--- src/rtl/scoi_pkg.sv ---
`default_nettype none

package scoi_pkg;

   // Pin count registers that exist; cards above this count have no pins.
   localparam int PIN_REGS = 4;

   // Widths fixed by the register and request fields.
   localparam int COUNT_W  = 3;
   localparam int PINS_W   = 7;
   localparam int SUM_W    = 6;   // up to four cards of fifteen bytes each
   localparam int GBYTE_W  = 7;   // global byte of a pin, up to sixty
   localparam int CSR_IDX_W = 3;

   // Command queue between front and back: two entries, one pointer bit.
   localparam int QUEUE_DEPTH = 2;
   localparam int QPTR_W      = 1;
   localparam int QCNT_W      = 2;

   // Register indexes of the configuration port.
   localparam logic [CSR_IDX_W-1:0] CSR_CARD_COUNT = 3'd0;
   localparam logic [CSR_IDX_W-1:0] CSR_PINS_A     = 3'd1;
   localparam logic [CSR_IDX_W-1:0] CSR_PINS_B     = 3'd2;
   localparam logic [CSR_IDX_W-1:0] CSR_PINS_C     = 3'd3;
   localparam logic [CSR_IDX_W-1:0] CSR_PINS_D     = 3'd4;

   // Request type codes.
   localparam logic [1:0] REQ_SET   = 2'd0;
   localparam logic [1:0] REQ_FLUSH = 2'd1;
   localparam logic [1:0] REQ_TEST  = 2'd2;

   typedef enum logic [1:0] {
      CMD_SET,
      CMD_FLUSH,
      CMD_TEST
   } cmd_kind_type;

   typedef struct packed {
      cmd_kind_type         kind;
      logic [GBYTE_W-1:0]   gbyte;
      logic [2:0]           bit_at;
      logic                 level;
   } cmd_type;

   typedef enum logic {
      BK_IDLE,
      BK_EMIT
   } back_state_type;

endpackage

`default_nettype wire

--- src/rtl/scoi_front.sv ---
`default_nettype none

module scoi_front #(
   parameter int MAX_CARD_SLOTS  = 4,
   parameter int MAX_CHAIN_BYTES = 8,
   parameter int TOTAL_W         = 4
) (
   input  wire logic                          clock,
   input  wire logic                          reset,
   input  wire logic                          csr_write,
   input  wire logic [scoi_pkg::CSR_IDX_W-1:0] csr_index,
   input  wire logic [scoi_pkg::PINS_W-1:0]   csr_data,
   input  wire logic                          push,
   input  wire logic [1:0]                    req_type,
   input  wire logic [2:0]                    req_card_number,
   input  wire logic [7:0]                    req_pin_number,
   input  wire logic                          req_pin_level,
   input  wire logic                          q_full,
   output logic                               q_push,
   output scoi_pkg::cmd_type                  q_cmd,
   output logic                               cfg_clear,
   output logic [TOTAL_W-1:0]                 total
);
   import scoi_pkg::*;

   logic [COUNT_W-1:0] card_count_ff, card_count_in;
   logic [PINS_W-1:0]  pins_ff [PIN_REGS];
   logic [PINS_W-1:0]  pins_in [PIN_REGS];

   logic [3:0]         cards_n;
   logic [SUM_W-1:0]   sum;
   logic [SUM_W-1:0]   offset;
   logic [PINS_W-1:0]  card_pins;
   logic [2:0]         card_m1;
   logic [7:0]         pin_m1;
   logic [GBYTE_W-1:0] gbyte;
   logic               located;
   logic               take;

   always_comb begin
      card_count_in = card_count_ff;
      pins_in       = pins_ff;
      cfg_clear     = 1'b0;
      if (csr_write) begin
         priority if (csr_index == CSR_CARD_COUNT) begin
            card_count_in = csr_data[COUNT_W-1:0];
            cfg_clear     = 1'b1;
         end else if (csr_index == CSR_PINS_A || csr_index == CSR_PINS_B ||
                      csr_index == CSR_PINS_C || csr_index == CSR_PINS_D) begin
            pins_in[2'(csr_index - CSR_PINS_A)] = csr_data;
            cfg_clear = 1'b1;
         end else begin
            cfg_clear = 1'b0;
         end
      end
   end

   always_ff @(posedge clock) begin
      if (reset) begin
         card_count_ff <= '0;
         for (int i = 0; i < PIN_REGS; i++) begin
            pins_ff[i] <= '0;
         end
      end else begin
         card_count_ff <= card_count_in;
         pins_ff       <= pins_in;
      end
   end

   // Chain length and the byte offset of the addressed card.
   always_comb begin
      cards_n = (4'(card_count_ff) < 4'(MAX_CARD_SLOTS)) ? 4'(card_count_ff)
                                                         : 4'(MAX_CARD_SLOTS);
      sum    = '0;
      offset = '0;
      for (int i = 0; i < PIN_REGS; i++) begin
         if (i < int'(cards_n)) begin
            sum = sum + SUM_W'(pins_ff[i][PINS_W-1:3]);
         end
         if (i + 1 < int'(req_card_number)) begin
            offset = offset + SUM_W'(pins_ff[i][PINS_W-1:3]);
         end
      end
      total = (7'(sum) < 7'(MAX_CHAIN_BYTES)) ? TOTAL_W'(sum)
                                               : TOTAL_W'(MAX_CHAIN_BYTES);
   end

   always_comb begin
      card_m1   = req_card_number - 3'd1;
      card_pins = (4'(card_m1) < 4'(PIN_REGS)) ? pins_ff[card_m1[1:0]] : '0;
      pin_m1    = req_pin_number - 8'd1;
      gbyte     = GBYTE_W'(offset) + GBYTE_W'(pin_m1[7:3]);
      located   = (req_card_number != 3'd0) && (4'(req_card_number) <= cards_n) &&
                  (req_pin_number != 8'd0) && (pin_m1 < 8'(card_pins)) &&
                  (8'(gbyte) < 8'(total));
   end

   always_comb begin
      q_cmd.gbyte  = gbyte;
      q_cmd.bit_at = pin_m1[2:0];
      q_cmd.level  = req_pin_level;
      q_cmd.kind   = CMD_SET;
      take         = 1'b0;
      unique case (req_type)
         REQ_SET: begin
            q_cmd.kind = CMD_SET;
            take       = located;
         end
         REQ_FLUSH: begin
            q_cmd.kind = CMD_FLUSH;
            take       = 1'b1;
         end
         REQ_TEST: begin
            q_cmd.kind = CMD_TEST;
            take       = located;
         end
         default: begin
            take = 1'b0;
         end
      endcase
      // An empty chain makes every request a no-op.
      q_push = push && !q_full && take && (total != '0);
   end

endmodule

`default_nettype wire

--- src/rtl/scoi_cmd_queue.sv ---
`default_nettype none

module scoi_cmd_queue (
   input  wire logic              clock,
   input  wire logic              reset,
   input  wire logic              q_push,
   input  wire scoi_pkg::cmd_type q_cmd,
   input  wire logic              q_pop,
   output logic                   q_full,
   output logic                   q_empty,
   output scoi_pkg::cmd_type      q_head
);
   import scoi_pkg::*;

   cmd_type            slot_ff [QUEUE_DEPTH];
   logic [QPTR_W-1:0]  wr_ptr_ff, wr_ptr_in;
   logic [QPTR_W-1:0]  rd_ptr_ff, rd_ptr_in;
   logic [QCNT_W-1:0]  count_ff, count_in;
   logic               do_push;
   logic               do_pop;

   assign q_full  = (count_ff == QCNT_W'(QUEUE_DEPTH));
   assign q_empty = (count_ff == '0);
   assign q_head  = slot_ff[rd_ptr_ff];
   assign do_push = q_push && !q_full;
   assign do_pop  = q_pop && !q_empty;

   // The pointers wrap by overflow since the depth is a power of two.
   always_comb begin
      wr_ptr_in = do_push ? wr_ptr_ff + QPTR_W'(1) : wr_ptr_ff;
      rd_ptr_in = do_pop  ? rd_ptr_ff + QPTR_W'(1) : rd_ptr_ff;
      count_in  = count_ff + QCNT_W'(do_push) - QCNT_W'(do_pop);
   end

   always_ff @(posedge clock) begin
      if (reset) begin
         wr_ptr_ff <= '0;
         rd_ptr_ff <= '0;
         count_ff  <= '0;
      end else begin
         wr_ptr_ff <= wr_ptr_in;
         rd_ptr_ff <= rd_ptr_in;
         count_ff  <= count_in;
      end
   end

   always_ff @(posedge clock) begin
      if (do_push) begin
         slot_ff[wr_ptr_ff] <= q_cmd;
      end
   end

endmodule

`default_nettype wire

--- src/rtl/scoi_back.sv ---
`default_nettype none

module scoi_back #(
   parameter int MAX_CHAIN_BYTES = 8,
   parameter int TOTAL_W         = 4,
   parameter int IDX_W           = 3
) (
   input  wire logic              clock,
   input  wire logic              reset,
   input  wire logic              cfg_clear,
   input  wire logic [TOTAL_W-1:0] total,
   input  wire logic              q_empty,
   input  wire scoi_pkg::cmd_type q_head,
   output logic                   q_pop,
   output logic                   empty,
   input  wire logic              pop,
   output logic [7:0]             rsp_out_byte,
   output logic                   rsp_last_byte
);
   import scoi_pkg::*;

   localparam int CMP_W = TOTAL_W + 1;

   back_state_type state_ff, state_in;

   logic [7:0]       image_ff [MAX_CHAIN_BYTES];
   logic             dirty_ff;
   logic [IDX_W-1:0] cnt_ff;
   logic             test_mode_ff;
   logic [IDX_W-1:0] tbyte_ff;
   logic [2:0]       tbit_ff;
   logic             tlevel_ff;
   logic             out_valid_ff;
   logic [7:0]       out_byte_ff;
   logic             out_last_ff;

   logic             set_fire;
   logic             flush_go;
   logic             test_go;
   logic             emit_fire;
   logic             slot_free;
   logic             is_last;
   logic [7:0]       pos_wide;
   logic [IDX_W-1:0] head_idx;
   logic [IDX_W-1:0] rd_idx;
   logic [7:0]       rd_byte;
   logic [7:0]       set_byte;
   logic [7:0]       emit_byte;

   // Image byte of the head command: the byte order is reversed.
   assign pos_wide  = 8'(total) - 8'd1 - 8'(q_head.gbyte);
   assign head_idx  = pos_wide[IDX_W-1:0];
   assign slot_free = !out_valid_ff || pop;
   assign is_last   = (CMP_W'(cnt_ff) + CMP_W'(1)) == CMP_W'(total);
   assign rd_idx    = (state_ff == BK_EMIT) ? cnt_ff : head_idx;
   assign rd_byte   = image_ff[rd_idx];

   always_comb begin
      if (q_head.level) begin
         set_byte = rd_byte | (8'd1 << q_head.bit_at);
      end else begin
         set_byte = rd_byte & ~(8'd1 << q_head.bit_at);
      end
      if (test_mode_ff) begin
         emit_byte = (cnt_ff == tbyte_ff && tlevel_ff) ? (8'd1 << tbit_ff) : 8'd0;
      end else begin
         emit_byte = rd_byte;
      end
   end

   always_comb begin
      state_in = state_ff;
      unique case (state_ff)
         BK_IDLE: begin
            if (!q_empty && ((q_head.kind == CMD_FLUSH && dirty_ff) ||
                             q_head.kind == CMD_TEST)) begin
               state_in = BK_EMIT;
            end
         end
         BK_EMIT: begin
            if (slot_free && is_last) begin
               state_in = BK_IDLE;
            end
         end
         default: begin
            state_in = BK_IDLE;
         end
      endcase
   end

   always_comb begin
      q_pop     = 1'b0;
      set_fire  = 1'b0;
      flush_go  = 1'b0;
      test_go   = 1'b0;
      emit_fire = 1'b0;
      unique case (state_ff)
         BK_IDLE: begin
            if (!q_empty) begin
               q_pop = 1'b1;
               unique case (q_head.kind)
                  CMD_SET:   set_fire = 1'b1;
                  CMD_FLUSH: flush_go = dirty_ff;
                  CMD_TEST:  test_go  = 1'b1;
                  default:   set_fire = 1'b0;
               endcase
            end
         end
         BK_EMIT: begin
            emit_fire = slot_free;
         end
         default: begin
            q_pop = 1'b0;
         end
      endcase
   end

   always_ff @(posedge clock) begin
      if (reset) begin
         state_ff     <= BK_IDLE;
         dirty_ff     <= 1'b1;
         out_valid_ff <= 1'b0;
         for (int i = 0; i < MAX_CHAIN_BYTES; i++) begin
            image_ff[i] <= '0;
         end
      end else begin
         state_ff <= state_in;
         if (emit_fire) begin
            out_valid_ff <= 1'b1;
         end else if (pop) begin
            out_valid_ff <= 1'b0;
         end
         // A configuration write wins over any image or dirty update.
         if (cfg_clear) begin
            dirty_ff <= 1'b1;
            for (int i = 0; i < MAX_CHAIN_BYTES; i++) begin
               image_ff[i] <= '0;
            end
         end else begin
            if (set_fire) begin
               image_ff[head_idx] <= set_byte;
               if (set_byte != rd_byte) begin
                  dirty_ff <= 1'b1;
               end
            end
            if (flush_go) begin
               dirty_ff <= 1'b0;
            end
            if (test_go) begin
               dirty_ff <= 1'b1;
            end
         end
      end
   end

   always_ff @(posedge clock) begin
      if (flush_go || test_go) begin
         cnt_ff       <= '0;
         test_mode_ff <= test_go;
         tbyte_ff     <= head_idx;
         tbit_ff      <= q_head.bit_at;
         tlevel_ff    <= q_head.level;
      end else if (emit_fire) begin
         cnt_ff <= cnt_ff + IDX_W'(1);
      end
      if (emit_fire) begin
         out_byte_ff <= emit_byte;
         out_last_ff <= is_last;
      end
   end

   assign empty         = !out_valid_ff;
   assign rsp_out_byte  = out_byte_ff;
   assign rsp_last_byte = out_last_ff;

`ifndef SYNTHESIS
   a_pop_needs_entry: assert property (@(posedge clock) disable iff (reset)
      q_pop |-> !q_empty)
      else $error("command popped from an empty queue");

   a_last_ends_emit: assert property (@(posedge clock) disable iff (reset)
      (emit_fire && is_last) |=> (state_ff == BK_IDLE))
      else $error("emission did not end after the last byte");

   a_test_marks_dirty: assert property (@(posedge clock) disable iff (reset)
      test_go |=> dirty_ff)
      else $error("test request left the image clean");

   a_clear_marks_dirty: assert property (@(posedge clock) disable iff (reset)
      cfg_clear |=> dirty_ff)
      else $error("configuration write left the image clean");

   a_emit_only_when_free: assert property (@(posedge clock) disable iff (reset)
      emit_fire |-> (state_ff == BK_EMIT) && (!out_valid_ff || pop))
      else $error("byte emitted over a waiting result");
`endif

endmodule

`default_nettype wire

--- src/rtl/shift_chain_output_image_top.sv ---
// Shift chain output image: keeps the byte image of a chain of shift-register
// output cards and produces the bytes to shift out.
// Requests enter on a queue-like port: a request is taken at a rising edge
// with push high and full low. Results leave the same way: the oldest byte
// sits on rsp_out_byte and rsp_last_byte while empty is low and is taken at
// an edge with pop high. rsp_last_byte marks the final byte of a transfer.
// A set request updates the image straight from the queue head. A flush of a
// dirty image or a test request first moves the back end to its emit state
// and then emits the chain bytes in order; the rate is set by the single
// output register that the back end fills one byte a cycle while the receiver
// pops. With the back end idle, a request passes through the command queue
// and the emit state before its first byte reaches the output register.
// Requests pass through a two-entry command queue, so the front keeps taking
// requests while the back end is emitting. When the receiver stalls, the
// output register holds its byte, the back end waits, the queue fills and
// full rises. Requests that cannot take effect are taken and dropped.
// Configuration is written through csr_write, csr_index and csr_data with no
// wait; a write to a known register clears the image and marks it dirty.
// Reset is synchronous: it clears the control state, configuration and image,
// and marks the image dirty, so the first flush repaints the whole chain.
`default_nettype none

module shift_chain_output_image_top #(
   parameter int MAX_CARD_SLOTS  = 4,
   parameter int MAX_CHAIN_BYTES = 8
) (
   input  wire logic                           clock,
   input  wire logic                           reset,
   input  wire logic                           csr_write,
   input  wire logic [scoi_pkg::CSR_IDX_W-1:0] csr_index,
   input  wire logic [scoi_pkg::PINS_W-1:0]    csr_data,
   input  wire logic                           push,
   output logic                                full,
   input  wire logic [1:0]                     req_type,
   input  wire logic [2:0]                     req_card_number,
   input  wire logic [7:0]                     req_pin_number,
   input  wire logic                           req_pin_level,
   output logic                                empty,
   input  wire logic                           pop,
   output logic [7:0]                          rsp_out_byte,
   output logic                                rsp_last_byte
);
   import scoi_pkg::*;

   // Width of the chain length and of an index into the image.
   localparam int TOTAL_W = $clog2(MAX_CHAIN_BYTES + 1);
   localparam int IDX_W   = (MAX_CHAIN_BYTES > 1) ? $clog2(MAX_CHAIN_BYTES) : 1;

   logic               q_push;
   cmd_type            q_cmd;
   logic               q_pop;
   logic               q_full;
   logic               q_empty;
   cmd_type            q_head;
   logic               cfg_clear;
   logic [TOTAL_W-1:0] total;

   // The front holds the configuration, computes the chain layout and turns
   // each request into a located command or drops it.
   scoi_front #(
      .MAX_CARD_SLOTS  (MAX_CARD_SLOTS),
      .MAX_CHAIN_BYTES (MAX_CHAIN_BYTES),
      .TOTAL_W         (TOTAL_W)
   ) u_front (
      .clock           (clock),
      .reset           (reset),
      .csr_write       (csr_write),
      .csr_index       (csr_index),
      .csr_data        (csr_data),
      .push            (push),
      .req_type        (req_type),
      .req_card_number (req_card_number),
      .req_pin_number  (req_pin_number),
      .req_pin_level   (req_pin_level),
      .q_full          (q_full),
      .q_push          (q_push),
      .q_cmd           (q_cmd),
      .cfg_clear       (cfg_clear),
      .total           (total)
   );

   scoi_cmd_queue u_queue (
      .clock   (clock),
      .reset   (reset),
      .q_push  (q_push),
      .q_cmd   (q_cmd),
      .q_pop   (q_pop),
      .q_full  (q_full),
      .q_empty (q_empty),
      .q_head  (q_head)
   );

   // The back owns the image and the dirty flag and emits the bytes.
   scoi_back #(
      .MAX_CHAIN_BYTES (MAX_CHAIN_BYTES),
      .TOTAL_W         (TOTAL_W),
      .IDX_W           (IDX_W)
   ) u_back (
      .clock         (clock),
      .reset         (reset),
      .cfg_clear     (cfg_clear),
      .total         (total),
      .q_empty       (q_empty),
      .q_head        (q_head),
      .q_pop         (q_pop),
      .empty         (empty),
      .pop           (pop),
      .rsp_out_byte  (rsp_out_byte),
      .rsp_last_byte (rsp_last_byte)
   );

   // A request is refused only while the command queue is full.
   assign full = q_full;

endmodule

`default_nettype wire

--- config.mk ---
export PLATFORM = sky130hd
export DESIGN_NAME = shift_chain_output_image_top
export DESIGN_NICKNAME = d
export VERILOG_FILES = /design/src/rtl/scoi_pkg.sv /design/src/rtl/scoi_front.sv /design/src/rtl/scoi_cmd_queue.sv /design/src/rtl/scoi_back.sv /design/src/rtl/shift_chain_output_image_top.sv
export SDC_FILE = /design/constraint.sdc
export NUM_CORES = 1
export LEC_CHECK = 0
export BUFFER_PORTS_ARGS = -buffer_cell sky130_fd_sc_hd__buf_2
export CAP_MARGIN = 40
export CORE_MARGIN = 2
export CORE_UTILIZATION = 40
export DETAILED_ROUTE_END_ITERATION = 6
export GPL_ROUTABILITY_DRIVEN = 1
export PLACE_DENSITY = 0.6
export SLEW_MARGIN = 10
export SYNTH_ARGS = -nofsm -noshare
export SYNTH_HDL_FRONTEND = slang
export SYNTH_SLANG_ARGS = --single-unit
--- constraint.sdc ---
create_clock -name clock -period 9.65 [get_ports clock]
set_input_delay 0.4825 -clock clock [delete_from_list [all_inputs] [get_ports clock]]
set_output_delay 0.4825 -clock clock [all_outputs]
set_load 0.01 [all_outputs]
==> impl_summary.log <==
INFO  metric number_of_port_buffers = 39
INFO  metric power-per-cell-area = 197 mW/mm²
INFO  metric starting_utilization_of_the_core_area = 0.404
INFO  metric synth_top_family_by_area = simple AND/OR/NAND/NOR gates
INFO  metric cts_tree = built
INFO  metric critical_path_cell_count = 29
INFO  metric grt_antenna_before_repair = 0
INFO  metric dp_hpwl = 14,100 µm
INFO  metric grt_setup_unrepaired = no
INFO  metric yosys-mux-area-fraction = 0.140
INFO  metric worstHoldPathCells = 1
INFO  metric synth.lib_cells_used.distinct = 76
INFO  metric detail_route.iter0.violations = 368
INFO  metric crit_path_max_incr_delay = 0.62 ns
INFO  metric crit-reg2reg-capture = u_back.image_ff[2][7]
INFO  metric max_clk_rate = 121 MHz
INFO  metric critPathLaunchType = register
INFO  metric die_x = 149 µm
INFO  metric timing.max_slew.rel_slack = 0.484
INFO  metric filler_cell_count = 1,929
INFO  metric final_min_period_over_clock_period = 0.857
INFO  metric clk-insertion-delay-late = 0.43 ns
INFO  metric synth.cell_area = 0.00842 mm²
INFO  metric drt_first_pass_iters = 5
INFO  metric synth.net_count = 864
INFO  metric vias_per_cell = 5.26
INFO  metric post-place-cells = 1,081
INFO  metric critical_path.n_buffers_inverters = 2
INFO  metric timing.final.max_slew_violations = 0
INFO  metric synth-xor-area-share = 0.0354
INFO  metric synthToLayoutAreaGrowth = 12.9%
INFO  metric route.vias.total = 5,859
INFO  metric synth-warning-count = 0
INFO  metric ff2ff_path_depth = 29
INFO  metric first_pass_grt_wire_length = 30,800 µm
INFO  metric critical_path.endpoint = u_back.image_ff[2][7]
INFO  metric routedWlPerCell = 16.6 µm
INFO  metric timing.critical_path.slowest_stage_cell = mux2i_2
INFO  metric n_antenna_cell = 0
INFO  metric worst-setup-path-type = register to register
INFO  metric holdCritPathClass = input pin to register
INFO  metric synth-simple-area-share = 0.156
INFO  metric htree_levels = 4
INFO  metric mostFrequentLayoutCell = nor2_1
INFO  metric worst_ep_arrival_time = 8.42 ns
INFO  metric setup_viol = 0
INFO  metric cp-end-kind = register
INFO  metric synth_async_sr_flop_share = 0
INFO  metric globalRouteOverflowTotal = 0
INFO  metric vias_in_the_first_global_route = 5,676
INFO  metric holdBufCountCts = 0
INFO  metric timing.setup.tns = 0 ns
INFO  metric cts_buffer_depth = 2
INFO  metric report.final.hold_viol_count = 0
INFO  metric critPathMaxFanout = 15
INFO  metric final_antenna_net_count = 0
INFO  metric layout-drive-gt1-share = 0.154
INFO  metric fin_nets = 910
INFO  metric worst_setup_hold_path_clk_slew = 0.06 ns
INFO  metric number_of_buffers_inserted_during_clock_tree_synthesis = 17
INFO  metric drt_drc_violations_left = 0
INFO  metric mostFrequentLayoutCells = 136 x nor2_1, 99 x edfxtp_1, 65 x nand2_1, 49 x mux2i_1, 48 x ha_1
INFO  metric tightestPinTransition = 0.752 ns
INFO  metric final_area = 0.00951 mm²
INFO  metric worst_r2r_startpoint = u_front.card_count_ff[2]
INFO  metric compound_gate_fraction_of_synth_area = 0.0942
INFO  metric fp-row-count = 53
INFO  metric run_status = completed
INFO  metric drv_cap = 0
INFO  metric synthesis.area_per_instance = 10.8 µm²
INFO  metric cts_resized = 0
INFO  metric clock-sinks = 141
INFO  metric post-layout-total-power = 1.88 mW
INFO  metric regToRegSetupSlack = 1.38 ns
INFO  metric power.leakage = 3.82 nW
INFO  metric synth_edf_count = 99
INFO  metric critical_path.top_delay_family = adder cells
INFO  metric ys_seq_area_frac = 0.453
INFO  metric die_h = 149 µm
INFO  metric clock_skew = 0.0130 ns
INFO  metric setup_ws = 1.38 ns
INFO  metric place.gp.congestion = 0.826
INFO  metric post-route-min-period = 8.27 ns
INFO  metric cp.required = 9.80 ns
INFO  metric totalWireLength = 18,500 µm
INFO  metric synthesis.instances = 779
INFO  metric grt_max_degree = 40
INFO  metric startpoint = u_front.card_count_ff[2]
INFO  metric detailed_place.area = 0.00891 mm²
INFO  metric post-cts-setup-buffer-count = 0
INFO  metric final_cell_count_without_fillers = 1,113
INFO  metric vdd_drop_max = 0.130 mV
INFO  metric cts_root_buf = clkbuf_16
INFO  metric design.die.area = 0.0222 mm²
INFO  metric synth_top_flop_cell = edfxtp_1
INFO  metric synth-adder-area-share = 0.0904
INFO  metric top_level_ports = 40
INFO  metric coreArea = 0.0208 mm²
INFO  metric synth-seq-cells = 141
INFO  metric grt.total_usage = 0.178
INFO  metric dp_slack = 1.45 ns
flip-flops by register name, indices dropped and copies added, names as in the netlist, 3 cells and up, named ones only:
signal                 flops
u_back.cnt_ff              3
u_back.tbyte_ff            3
u_back.tbit_ff             3
u_front.card_count_ff      3
u_back.rsp_out_byte        8
u_front.pins_ff           28
u_queue.slot_ff           18
u_back.image_ff           64
worst min-delay path by stage:
stage / end / from
2_1_floorplan: u_front.pins_ff[14] / u_front.pins_ff[14]
3_3_place_gp: u_front.pins_ff[0] / u_front.pins_ff[0]
3_5_place_dp: u_front.pins_ff[2] / u_front.pins_ff[2]
4_1_cts: u_queue.slot_ff[1][0] / req_pin_level
5_1_grt: u_queue.slot_ff[0][0] / req_pin_level
6_report: u_queue.slot_ff[1][0] / req_pin_level
power by group:
part	switching [mW]	internal (mW)
combinational	0.274	0.189
clock	0.273	0.390
sequential	0.0403	0.711
cell families (layout without fill, tap and decap cells):
kind of cell	after synthesis	count (layout)
DFF	141	141
xor gates and xnor gates	34	34
AOI/OAI and AO/OA	118	118
and+or+nand+nor	286	286
buffers and inverters	60	119
muxes	84	84
adders and majority gates	56	56
stage by stage:
step           utilization  hold WS (ns)
2_1_floorplan            -         0.455
3_5_place_dp         0.428         0.481
4_1_cts              0.457         0.250
6_report             0.457         0.263
3_3_place_gp         0.427         0.468
5_1_grt              0.457         0.254
area by class of cell:
cell class	instances	area (µm²)	share of cell area
sequential	141	3810	0.401
clock buffer	17	425	0.0447
timing repair buffer	47	255	0.0268
multi-input combinational	578	4340	0.457
tap	275	344	0.0362
clock inverter	15	175	0.0184
inverter	40	150	0.0158
Yosys cell counts (6+ instances only):
master	n	area, µm²
nor2_1	136	510
edfxtp_1	99	2970
nand2_1	65	244
mux2i_1	50	500
ha_1	48	601
dfxtp_1	42	841
inv_1	40	150
a21oi_1	32	160
xnor2_1	25	219
mux4_2	18	405
nand3_1	16	80.1
o21ai_0	16	80.1
a21o_1	14	105
nor2b_1	11	68.8
clkbuf_1	10	37.5
mux2_2	9	101
o22ai_1	9	56.3
xor2_1	9	78.8
fa_1	8	160
nor3_1	8	40.0
and2_1	7	43.8
o21ai_1	7	35.0
mux4_1	6	158
layer usage:
layer,global-route usage,vias up,wire length [µm]
li1,-,2925,-
met1,0.248,2806,9030
met2,0.287,116,8770
met3,0.0355,12,597
met4,0.0443,0,121
met5,0,-,0
Power figures use the tool's default switching activity.
